### src/design/unicycle_odometry_integrator_unit_macros.svh
// Assertion helpers shared by the odometry integrator.
// Both sample on clk and are held off while rst_n is low.
`ifndef UNICYCLE_ODOMETRY_INTEGRATOR_UNIT_MACROS_SVH
`define UNICYCLE_ODOMETRY_INTEGRATOR_UNIT_MACROS_SVH

// Consequent must hold in the same cycle as the antecedent.
`define UOI_ASSERT_SAME(lbl, ante, cons) \
  lbl: assert property (@(posedge clk) disable iff (!rst_n) (ante) |-> (cons)) \
    else $error("odometry integrator check failed");

// Consequent must hold in the cycle after the antecedent.
`define UOI_ASSERT_NEXT(lbl, ante, cons) \
  lbl: assert property (@(posedge clk) disable iff (!rst_n) (ante) |=> (cons)) \
    else $error("odometry integrator check failed");

`endif

### src/design/uoi_pkg.sv
`timescale 1ns / 1ps
package uoi_pkg;

  localparam int CORDIC_STEPS = 16;
  localparam int ITER_W       = $clog2(CORDIC_STEPS);
  localparam int ATAN_IDX_W   = 5;

  localparam logic signed [31:0] CORDIC_GAIN      = 32'sd652032874;
  localparam logic signed [31:0] TURN_PER_RAD_Q24 = 32'sd2670177;
  localparam logic [15:0]        TICK_PERIOD_RST  = 16'd3277;

  typedef enum logic [3:0] {
    S_IDLE,
    S_VDT,
    S_WDT,
    S_HHI,
    S_HLO,
    S_HSUM,
    S_WAITC,
    S_MX,
    S_MY,
    S_SUMY,
    S_FIN
  } uoi_state_t;

  typedef enum logic [1:0] {
    QUAD_0,
    QUAD_1,
    QUAD_2,
    QUAD_3
  } uoi_quad_t;

  // atan(2^-i) as a binary angle, full turn = 2^32
  function automatic logic signed [31:0] cordic_atan(input logic [ATAN_IDX_W-1:0] idx);
    logic signed [31:0] a;
    case (idx)
      5'd0:    a = 32'sh20000000;
      5'd1:    a = 32'sh12E4051E;
      5'd2:    a = 32'sh09FB385B;
      5'd3:    a = 32'sh051111D4;
      5'd4:    a = 32'sh028B0D43;
      5'd5:    a = 32'sh0145D7E1;
      5'd6:    a = 32'sh00A2F61E;
      5'd7:    a = 32'sh00517C55;
      5'd8:    a = 32'sh0028BE53;
      5'd9:    a = 32'sh00145F2F;
      5'd10:   a = 32'sh000A2F98;
      5'd11:   a = 32'sh000517CC;
      5'd12:   a = 32'sh00028BE6;
      5'd13:   a = 32'sh000145F3;
      5'd14:   a = 32'sh0000A2FA;
      5'd15:   a = 32'sh0000517D;
      5'd16:   a = 32'sh000028BE;
      5'd17:   a = 32'sh0000145F;
      5'd18:   a = 32'sh00000A30;
      5'd19:   a = 32'sh00000518;
      5'd20:   a = 32'sh0000028C;
      5'd21:   a = 32'sh00000146;
      5'd22:   a = 32'sh000000A3;
      5'd23:   a = 32'sh00000051;
      default: a = 32'sh00000000;
    endcase
    return a;
  endfunction

endpackage

### src/design/uoi_mul.sv
`timescale 1ns / 1ps
module uoi_mul import uoi_pkg::*; (
  input  logic               clk,
  input  logic signed [31:0] op_a,
  input  logic signed [31:0] op_b,
  output logic signed [63:0] prod
);

  logic signed [63:0] prod_r;

  always_ff @(posedge clk) begin
    prod_r <= op_a * op_b;
  end

  assign prod = prod_r;

endmodule

### src/design/uoi_cordic.sv
`timescale 1ns / 1ps
module uoi_cordic import uoi_pkg::*; (
  input  logic               clk,
  input  logic               rst_n,
  input  logic               start,
  input  logic [31:0]        angle,
  output logic               busy,
  output logic signed [31:0] cos_val,
  output logic signed [31:0] sin_val
);

  localparam logic [ITER_W-1:0] ITER_LAST = ITER_W'(CORDIC_STEPS - 1);

  logic                     busy_r, busy_nxt;
  logic [ITER_W-1:0]        iter_r, iter_nxt;
  logic signed [31:0]       x_r, x_nxt;
  logic signed [31:0]       y_r, y_nxt;
  logic signed [31:0]       z_r, z_nxt;
  uoi_quad_t                quad_r, quad_nxt;
  logic signed [31:0]       xs, ys, atan_val;

  always_comb begin
    xs       = x_r >>> iter_r;
    ys       = y_r >>> iter_r;
    atan_val = cordic_atan(ATAN_IDX_W'(iter_r));
    busy_nxt = busy_r;
    iter_nxt = iter_r;
    x_nxt    = x_r;
    y_nxt    = y_r;
    z_nxt    = z_r;
    quad_nxt = quad_r;
    if (start) begin
      busy_nxt = 1'b1;
      iter_nxt = '0;
      x_nxt    = CORDIC_GAIN;
      y_nxt    = '0;
      z_nxt    = {2'b00, angle[29:0]};
      quad_nxt = uoi_quad_t'(angle[31:30]);
    end else if (busy_r) begin
      if (!z_r[31]) begin
        x_nxt = x_r - ys;
        y_nxt = y_r + xs;
        z_nxt = z_r - atan_val;
      end else begin
        x_nxt = x_r + ys;
        y_nxt = y_r - xs;
        z_nxt = z_r + atan_val;
      end
      if (iter_r == ITER_LAST) begin
        busy_nxt = 1'b0;
      end else begin
        iter_nxt = iter_r + 1'b1;
      end
    end
  end

  always_ff @(posedge clk) begin
    if (!rst_n) begin
      busy_r <= 1'b0;
      iter_r <= '0;
    end else begin
      busy_r <= busy_nxt;
      iter_r <= iter_nxt;
    end
  end

  always_ff @(posedge clk) begin
    x_r    <= x_nxt;
    y_r    <= y_nxt;
    z_r    <= z_nxt;
    quad_r <= quad_nxt;
  end

  // fold the first-quadrant result back into the full turn
  always_comb begin
    case (quad_r)
      QUAD_0: begin
        cos_val = x_r;
        sin_val = y_r;
      end
      QUAD_1: begin
        cos_val = -y_r;
        sin_val = x_r;
      end
      QUAD_2: begin
        cos_val = -x_r;
        sin_val = -y_r;
      end
      QUAD_3: begin
        cos_val = y_r;
        sin_val = -x_r;
      end
      default: begin
        cos_val = x_r;
        sin_val = y_r;
      end
    endcase
  end

  assign busy = busy_r;

endmodule

### src/design/unicycle_odometry_integrator_unit.sv
// in_tready only when idle: a new tick is not taken until the last one leaves S_FIN.
// The iterative CORDIC runs while the shared 32x32 multiplier works through S_VDT to
// S_HSUM beside it; S_WAITC then holds until the CORDIC is no longer busy.
// Reset (rst_n low, synchronous): pose and heading clear to zero, tick period to 3277,
// no result pending.
`timescale 1ns / 1ps
`include "unicycle_odometry_integrator_unit_macros.svh"
module unicycle_odometry_integrator_unit import uoi_pkg::*; (
  input  logic         clk,
  input  logic         rst_n,
  input  logic         cfg_wr_en,
  input  logic [15:0]  cfg_wr_data,   // tick_period
  input  logic         in_tvalid,
  output logic         in_tready,
  input  logic [47:0]  in_tdata,      // [23:0] lin_vel, [47:24] ang_vel
  output logic         out_tvalid,
  input  logic         out_tready,
  output logic [127:0] out_tdata      // [47:0] pos_x_out, [95:48] pos_y_out,
                                      // [127:96] heading_out
);

  localparam logic signed [39:0] STEP_RND = 40'sd128;
  localparam logic signed [63:0] HEAD_RND = 64'sd8388608;
  localparam logic signed [63:0] DISP_RND = 64'sd137438953472;

  uoi_state_t         state_r, state_nxt;
  logic [15:0]        tick_period_r, tick_period_nxt;
  logic signed [23:0] v_r, v_nxt;
  logic signed [23:0] w_r, w_nxt;
  logic signed [31:0] step_r, step_nxt;
  logic [15:0]        wlo_r, wlo_nxt;
  logic signed [47:0] hk_r, hk_nxt;
  logic [31:0]        dh_r, dh_nxt;
  logic signed [25:0] dx_r, dx_nxt;
  logic signed [25:0] dy_r, dy_nxt;
  logic signed [47:0] pos_x_r, pos_x_nxt;
  logic signed [47:0] pos_y_r, pos_y_nxt;
  logic [31:0]        heading_r, heading_nxt;
  logic               out_valid_r, out_valid_nxt;

  logic signed [31:0] mul_a, mul_b;
  logic signed [63:0] mul_prod;
  logic               cordic_start, cordic_busy;
  logic signed [31:0] cos_val, sin_val;
  logic signed [39:0] step_sum;
  logic signed [63:0] head_sum;
  logic signed [63:0] disp_sum;

  function automatic logic signed [47:0] sat_add(input logic signed [47:0] pos,
                                                 input logic signed [25:0] d);
    logic signed [48:0] s;
    logic signed [47:0] r;
    s = {pos[47], pos} + 49'(d);
    if (s[48] != s[47]) begin
      r = s[48] ? {1'b1, {47{1'b0}}} : {1'b0, {47{1'b1}}};
    end else begin
      r = s[47:0];
    end
    return r;
  endfunction

  uoi_mul u_mul (
    .clk  (clk),
    .op_a (mul_a),
    .op_b (mul_b),
    .prod (mul_prod)
  );

  uoi_cordic u_cordic (
    .clk     (clk),
    .rst_n   (rst_n),
    .start   (cordic_start),
    .angle   (heading_r),
    .busy    (cordic_busy),
    .cos_val (cos_val),
    .sin_val (sin_val)
  );

  assign in_tready    = (state_r == S_IDLE);
  assign cordic_start = in_tvalid && in_tready;
  assign out_tvalid   = out_valid_r;
  assign out_tdata    = {heading_r, pos_y_r, pos_x_r};

  assign step_sum = mul_prod[39:0] + STEP_RND;
  assign head_sum = {hk_r, 16'h0000} + mul_prod + HEAD_RND;
  assign disp_sum = mul_prod + DISP_RND;

  always_comb begin
    state_nxt       = state_r;
    tick_period_nxt = cfg_wr_en ? cfg_wr_data : tick_period_r;
    v_nxt           = v_r;
    w_nxt           = w_r;
    step_nxt        = step_r;
    wlo_nxt         = wlo_r;
    hk_nxt          = hk_r;
    dh_nxt          = dh_r;
    dx_nxt          = dx_r;
    dy_nxt          = dy_r;
    pos_x_nxt       = pos_x_r;
    pos_y_nxt       = pos_y_r;
    heading_nxt     = heading_r;
    out_valid_nxt   = out_valid_r && !out_tready;
    mul_a           = '0;
    mul_b           = '0;
    case (state_r)
      S_IDLE: begin
        if (in_tvalid) begin
          v_nxt     = in_tdata[23:0];
          w_nxt     = in_tdata[47:24];
          state_nxt = S_VDT;
        end
      end
      S_VDT: begin
        mul_a     = 32'(v_r);
        mul_b     = {16'h0000, tick_period_r};
        state_nxt = S_WDT;
      end
      S_WDT: begin
        mul_a     = 32'(w_r);
        mul_b     = {16'h0000, tick_period_r};
        step_nxt  = step_sum[39:8];
        state_nxt = S_HHI;
      end
      S_HHI: begin
        // split w*dt so each partial product fits the 32x32 unit
        mul_a     = 32'(signed'(mul_prod[39:16]));
        mul_b     = TURN_PER_RAD_Q24;
        wlo_nxt   = mul_prod[15:0];
        state_nxt = S_HLO;
      end
      S_HLO: begin
        mul_a     = {16'h0000, wlo_r};
        mul_b     = TURN_PER_RAD_Q24;
        hk_nxt    = mul_prod[47:0];
        state_nxt = S_HSUM;
      end
      S_HSUM: begin
        dh_nxt    = head_sum[55:24];
        state_nxt = S_WAITC;
      end
      S_WAITC: begin
        if (!cordic_busy) begin
          state_nxt = S_MX;
        end
      end
      S_MX: begin
        mul_a     = step_r;
        mul_b     = cos_val;
        state_nxt = S_MY;
      end
      S_MY: begin
        mul_a     = step_r;
        mul_b     = sin_val;
        dx_nxt    = disp_sum[63:38];
        state_nxt = S_SUMY;
      end
      S_SUMY: begin
        dy_nxt    = disp_sum[63:38];
        state_nxt = S_FIN;
      end
      S_FIN: begin
        // hold the pose until the previous result beat is gone
        if (!out_valid_r || out_tready) begin
          pos_x_nxt     = sat_add(pos_x_r, dx_r);
          pos_y_nxt     = sat_add(pos_y_r, dy_r);
          heading_nxt   = heading_r + dh_r;
          out_valid_nxt = 1'b1;
          state_nxt     = S_IDLE;
        end
      end
      default: begin
        state_nxt = S_IDLE;
      end
    endcase
  end

  always_ff @(posedge clk) begin
    if (!rst_n) begin
      state_r       <= S_IDLE;
      tick_period_r <= TICK_PERIOD_RST;
      pos_x_r       <= '0;
      pos_y_r       <= '0;
      heading_r     <= '0;
      out_valid_r   <= 1'b0;
    end else begin
      state_r       <= state_nxt;
      tick_period_r <= tick_period_nxt;
      pos_x_r       <= pos_x_nxt;
      pos_y_r       <= pos_y_nxt;
      heading_r     <= heading_nxt;
      out_valid_r   <= out_valid_nxt;
    end
  end

  always_ff @(posedge clk) begin
    v_r    <= v_nxt;
    w_r    <= w_nxt;
    step_r <= step_nxt;
    wlo_r  <= wlo_nxt;
    hk_r   <= hk_nxt;
    dh_r   <= dh_nxt;
    dx_r   <= dx_nxt;
    dy_r   <= dy_nxt;
  end

  `UOI_ASSERT_NEXT(a_cordic_starts, in_tvalid && in_tready, cordic_busy)
  `UOI_ASSERT_SAME(a_no_accept_busy, in_tvalid && in_tready, !cordic_busy)
  `UOI_ASSERT_SAME(a_pose_x_in_fin, pos_x_r != $past(pos_x_r), $past(state_r == S_FIN))
  `UOI_ASSERT_SAME(a_heading_in_fin, heading_r != $past(heading_r), $past(state_r == S_FIN))

endmodule
### config.mk
export PLATFORM = sky130hd
export DESIGN_NAME = unicycle_odometry_integrator_unit
export DESIGN_NICKNAME = d
export VERILOG_FILES = /design/src/design/uoi_pkg.sv /design/src/design/uoi_mul.sv /design/src/design/uoi_cordic.sv /design/src/design/unicycle_odometry_integrator_unit.sv
export VERILOG_INCLUDE_DIRS = /design/src /design/src/design
export SDC_FILE = /design/constraint.sdc
export NUM_CORES = 2
export LEC_CHECK = 0
export BUFFER_PORTS_ARGS = -buffer_cell sky130_fd_sc_hd__buf_2
export CAP_MARGIN = 30
export CORE_UTILIZATION = 45
export CTS_CLUSTER_DIAMETER = 40
export DETAILED_ROUTE_END_ITERATION = 10
export REMOVE_ABC_BUFFERS = 1
export SETUP_SLACK_MARGIN = 0.2
export SLEW_MARGIN = 20
export SYNTH_ARGS = -nofsm -noshare
export SYNTH_HDL_FRONTEND = slang
export SYNTH_SLANG_ARGS = --single-unit
export TNS_END_PERCENT = 5
### constraint.sdc
create_clock -name clk -period 13.45 [get_ports clk]
set_input_delay 2.69 -clock clk [delete_from_list [all_inputs] [get_ports clk]]
set_output_delay 2.69 -clock clk [all_outputs]
set_load 0.005 [all_outputs]
# After elaboration in Yosys (flattened, before gate mapping)
# Memory sizes are Yosys's and may differ from the RTL's. A register that Yosys moved wholly into a read port is not among the register bits.
# Index checks and enable logic that the tools add are counted.
word_totals:
  regBits: 536
  latchBits: 0
  ramBits: 0
  rom_bits: 480
  output_inout_bits: 130
  elab_cells: 103
  n_memories: 1
memory_table:
  columns: ["memory", "words", "width", "read_ports", "rd_clocked_by_memory_dff", "write_ports", "line", "source"]
  rows:
  - ["(no name shown)", 16, 30, 1, 1, 0, "uoi_pkg.sv:36", "case (idx)"]
classes:
  addsub: 16
  n_mul: 1
  div_mod_pow: 0
  magnitude_cmp: 0
  eq_ne: 19
  shift: 2
  mux: 24
  bitwise: 2
  n_reduce_logical: 16
op_table:
  columns: ["operator", "n"]
  rows:
  - ["case mux 32 bit (4 select lines)", 3]
  - ["two-way mux 48 bit", 4]
  - ["case mux 32 bit (5 select lines)", 1]
  - ["adder 32 bit", 4]
  - ["adder 48 x 26 -> 49 bit", 2]
  - ["two-way mux 32 bit", 3]
  - ["subtractor 32 bit", 3]
  - ["adder 64 x 39 -> 64 bit, second input constant", 1]
  - ["multiplier 32 x 32 -> 64 bit", 1]
  - ["negation 32 bit", 2]
  - [">>> shifter 32 x 4 -> 32 bit", 2]
  - ["two-way mux 30 bit", 2]
  - ["adder 56 x 24 -> 56 bit, second input constant", 1]
  - ["adder 56 bit", 1]
  - ["case mux 4 bit (11 select lines)", 1]
  - ["adder 40 x 8 -> 40 bit, second input constant", 1]
  - ["two-way mux 4 bit", 5]
  - ["== test 4 x 3 -> 1 bit, second input constant", 4]
  - ["== test 4 bit, second input constant", 4]
  - ["== test 4 x 2 -> 1 bit, second input constant", 2]
  - ["OR reduction 2 bit", 4]
  - ["inequality test 2 bit, second input constant", 3]
  - ["AND reduction 2 bit", 3]
  - ["two-way mux 1 bit", 5]
  - ["other kinds (13)", 18]

# Depth between registers and ports, before layout
depth:
  ltp_word: 5
  depth_mapped: 42
  mapped_depth_nobuf: 40

# Hierarchy
# From an unflattened synthesis, not the netlist that was laid out.
unflattened:
  hier_cells: 8742
  area_unflattened_um2: 78826.9
by_module_without_submodules:
  columns: ["module", "instances", "cells_each", "area_each_um2", "seq_area_each_um2"]
  rows:
  - ["uoi_mul", 1, 3940, 37509.7, 1281.2]
  - ["unicycle_odometry_integrator_unit", 1, 2531, 23686.5, 9589.2]
  - ["uoi_cordic", 1, 2271, 17630.7, 2982.9]

# Worst setup path after synthesis
# Ideal clock, no wire load.
synth_path:
  path_type: "flip-flop to flip-flop"
  start: "reg u_cordic.y_r[1]"
  end: "reg u_mul.prod_r[58], in the netlist u_mul.prod[58]"
  setup_ps: 64
  arrival_ps: 10524
  slack_ps: 2862
  path_stages_with_launch: 39
  period_less_slack_ps: 10588
  path_cell_list: "dfxtp_1 inv_1 ha_1 or4b_4 or4_4 or3_1 or4_4 or2_1 nor2_1 nor2_1 xor2_1 a21oi_1 o21ai_1 clkbuf_1 nand2_1 fa_1 inv_1 fa_1 [... 3 more ...] fa_1 fa_1 fa_1 fa_1 fa_1 ha_1 and3_1 and4_1 nand4_1 a211o_1 and2_1 o31ai_1 a21bo_2 a21oi_1 o21ai_1 a41oi_1 or4b_1 nand4_1"
synth_via:
  elab_chain_len: 4
synth_lines:
  columns: ["item", "line", "source"]
  rows:
  - ["from (decl)", "uoi_cordic.sv:17", "logic signed [31:0] y_r, y_nxt;"]
  - ["from (signal assigned)", "uoi_cordic.sv:69", "y_r <= y_nxt;"]
  - ["negation 32 bit", "uoi_cordic.sv:82, uoi_cordic.sv:87", null]
  - ["case mux 32 bit (4 select lines)", "uoi_cordic.sv:76", "case (quad_r)"]
  - ["case mux 32 bit (4 select lines) *", "unicycle_odometry_integrator_unit.sv:105", "case (state_r)"]
  - ["multiplier 32 x 32 -> 64 bit *", "uoi_mul.sv:12", "prod_r <= op_a * op_b;"]
  - ["to (signal assigned)", "uoi_mul.sv:12", null]
  - ["to (decl)", "uoi_mul.sv:9", "logic signed [63:0] prod_r;"]
# Every way passes the cells marked *; elsewhere a longest branch is shown, timed or not.
# A chain may end at the register's enable or synchronous reset.

# Worst setup path after layout
# Ends and elaborated chain as after synthesis.

==> impl_metrics.toml <==
[min_path]
hp-start = "heading_r[4]"
hp-class = "reg -> reg"
hold_end = "heading_r[4]"
hold_depth = 2

[power_and_ir_drop]
p_leak_nw = 38.2
clkPwrFrac = 0.160
power_density_nw_per_um2 = 184
pwr-share-comb = 0.661
ir_worst_vdd_mv = 0.150
internal_power_w = 0.00776
p_seq_frac = 0.179
swShare = 0.496
power_w = 0.0154
p_switching_w = 0.00763

[floorplan]
coreArea_sq_um = 169000
rows = 151
start_util = 0.453
die_area_sq_um = 172000
die_x_um = 415
top_level_ports = 199
fp.dieH_um = 415

[clocking]
numCtsBuffers = 94
tritoncts = "built"
clkSlewWorstSetupHoldPaths_ps = 60
cts_hold_buf = 0
ctsResizeCount = 0
cts_buffer_depth = 3
insertion_delay_ps = 710
cts-root-buf = "clkbuf_16"
cts.sinks = 566
cts_max_level = 3
post_cts_buffers = 0

[yosys]
ys_seq_area_frac = 0.181
synth-edff-count = 252
synth_top_area_frac = 0.284
synthFlopType = "dfxtp_1"
yosys_warnings = 0
synth_mux_area_frac = 0.0453
ys_seq_elements = 566
synth_area_leader_cell = "fa_1"
synth_top_family_by_area = "adder cells"
yosysMostFrequentCell = "inv_1"
synthXorXnorAreaFrac = 0.0564
avgSynthCellArea_sq_um = 8.92
synth.distinct_cells = 94
async_reset_ff_frac = 0
synth_area_sq_um = 76700
yosys.area_share.simple = 0.136
synth-adder-area-share = 0.368
synth_compound_gate_area_share = 0.132
synth_cells = 8603
ys_top_cells_by_count = "inv_1, fa_1, nand2_1"
synth_area_leaders = "fa_1, edfxtp_1, dfxtp_1, ha_1, inv_1"

[setup_path]
start_kind = "flip-flop"
critPathRequiredTime_ps = 14080
r2r_cells = 35
worstPathArrival_ps = 13010
cp-end-kind = "flip-flop"
crit_type = "reg -> reg"
r2r_end = "u_mul.prod[58]"
reg2reg_setup_slack_ps = 1070
crit_path_max_incr_delay_ps = 690
crit-reg2reg-launch = "u_cordic.y_r[1]"
worst_path_max_delay_cell = "o21ai_2"
path_common_cell = "fa_1"
path_max_fanout = 18

[final_layout]
finish.instance_area_sq_um = 83700
area_delta_synth_final_pct = 9.10
final_util = 0.495
drive_gt1_frac = 0.0926
fin_nets = 10300

[placed_design]
dpl_cell_area_sq_um = 80400
gp_congestion = 0.983
portBuffers = 198
place_hpwl_um = 206000

[outcome]
status = "finished, final reports clean"

[global_route]
grt_pass1_wl_um = 400000
grt_pass1_vias = 64100
grt_use_total = 0.308
grt_max_degree = 83
grt_overflow = 0
antenna_found_initial = 11

[routing]
first_pass_iters = 6
viasPerCell = 5.80
wl_per_cell_um = 24.4
wl_met3_um = 27800
wl_met2_um = 118000
wl_um = 266000
ant_nets = 0
wl_met1_um = 109000
routed.top_layer = "met5"
drt_iter0_drc = 6101
dr_total_vias = 63300
drc = 0

[timing]
rsz0062_at_grt = "no"
period_needed_ps = 12380
post-route-period-util = 0.920
worst_slew_pin_slew_ps = 1100
slew_headroom = 0.264
hold_viol = 0
fin_tns_setup_ps = 0
drv_slew = 0
fin_skew_ps = 30.7
fmax_mhz = 80.8
setup_viol = 0

[job]
drv_cap = 0
## final cells by class
class / instances / area, sq um
well taps: 2218 / 2780
multi-input cells: 6386 / 56800
repair buffers: 393 / 2620
clock buffers: 107 / 2470
diodes: 3 / 7.51
flip-flops and latches: 566 / 13900
clock inverters: 70 / 753
inverters: 1184 / 4450
fillers: 15900 / 85600
## state kept, by name, summed over array words and instances, names as in the netlist, 30 cells and up
| register | flops |
|---|---|
| u_cordic.z_r | 32 |
| u_cordic.x_r | 32 |
| hk_r | 40 |
| dh_r | 32 |
| pos_y_r | 48 |
| step_r | 32 |
| u_cordic.atan_val | 30 |
| heading_r | 32 |
| u_mul.prod | 64 |
| pos_x_r | 48 |
| u_cordic.y_r | 32 |
## kinds of logic (layout without fill, tap and decap cells)
logic type                 after synthesis  after routing
buffers and inverters                 1651           1754
and+or+nand+nor                       2380           2380
adders and majority gates             1607           1607
other                                    0              3
xor gates and xnor gates               494            494
muxes                                  245            245
DFF                                    566            566
AOI/OAI and AO/OA                     1660           1660
## worst max path at each step
| stage | start | to | slack, ps | cells after the start |
|---|---|---|---|---|
| 6_report | u_cordic.y_r[1] | u_mul.prod[58] | 1070 | 35 |
| 5_1_grt | u_cordic.y_r[1] | u_mul.prod[58] | 620 | 37 |
| 4_1_cts | u_cordic.y_r[1] | u_mul.prod[58] | 1210 | 35 |
| 3_5_place_dp | u_cordic.y_r[1] | u_mul.prod[58] | 1250 | 37 |
| 3_3_place_gp | u_cordic.y_r[1] | u_mul.prod[58] | 1360 | 33 |
| 2_1_floorplan | u_cordic.quad_r[1] | u_mul.prod[58] | -400 | 31 |
## placed cells by master, fill, tap and decap left out, types with 33 or more instances in the layout
master / synthesis / final
xor2_1: 185 / 185
and2_1: 68 / 68
nor2b_1: 43 / 43
nand4_1: 38 / 38
a31oi_1: 59 / 59
edfxtp_1: 252 / 252
o21ai_0: 405 / 404
xnor2_1: 309 / 308
mux2_2: 64 / 64
mux2i_1: 100 / 100
mux4_2: 75 / 75
ha_1: 494 / 494
a211oi_1: 56 / 54
nand3_1: 114 / 114
o21bai_1: 49 / 49
dfxtp_1: 314 / 308
o211ai_1: 37 / 37
a21oi_1: 594 / 589
nor2_1: 840 / 836
nand2_1: 892 / 890
buf_2: 30 / 197
o21a_1: 56 / 55
clkbuf_16: 0 / 95
or3_1: 37 / 36
inv_1: 1175 / 1173
nor3_1: 78 / 75
a21o_1: 150 / 150
nand2b_1: 111 / 111
buf_4: 5 / 181
fa_1: 1088 / 1088
a22o_1: 33 / 33
and3_1: 67 / 66
## per-stage QoR
stage	instances	setup slack, ps	hold WS [ps]
3_3_place_gp	10700	1360	472
5_1_grt	10900	622	512
3_5_place_dp	10700	1250	478
4_1_cts	10900	1210	502
6_report	10900	1070	499
2_1_floorplan	8136	-396	404
## metal layers
metal / vias up / GRT usage
met1: 31600 / 0.411
met4: 2 / 0.112
met5: - / 0
met2: 2885 / 0.481
met3: 498 / 0.0797
li1: 28300 / -
## power groups by stage
| stage | registers (W) | clock network, W | logic, W |
|---|---|---|---|
| 6_report | 0.00275 | 0.00246 | 0.0102 |
| 5_1_grt | 0.00276 | 0.00258 | 0.0112 |
| 4_1_cts | 0.00274 | 0.00250 | 0.0100 |
| 3_5_place_dp | 0.00277 | 0 | 0.00993 |
| 3_3_place_gp | 0.00276 | 0 | 0.00980 |
| 2_1_floorplan | 0.00257 | 0 | 0.00693 |
## critical path, delay by kind of cell, from the launching register on
kind	cells	cell delay [ps]
xor gates and xnor gates	1	170
adders and majority gates	10	4750
AOI/OAI and AO/OA	8	2540
buffers and inverters	3	580
and+or+nand+nor	13	3830
DFF	1	400
No activity file was read; power rests on OpenSTA's default activity.
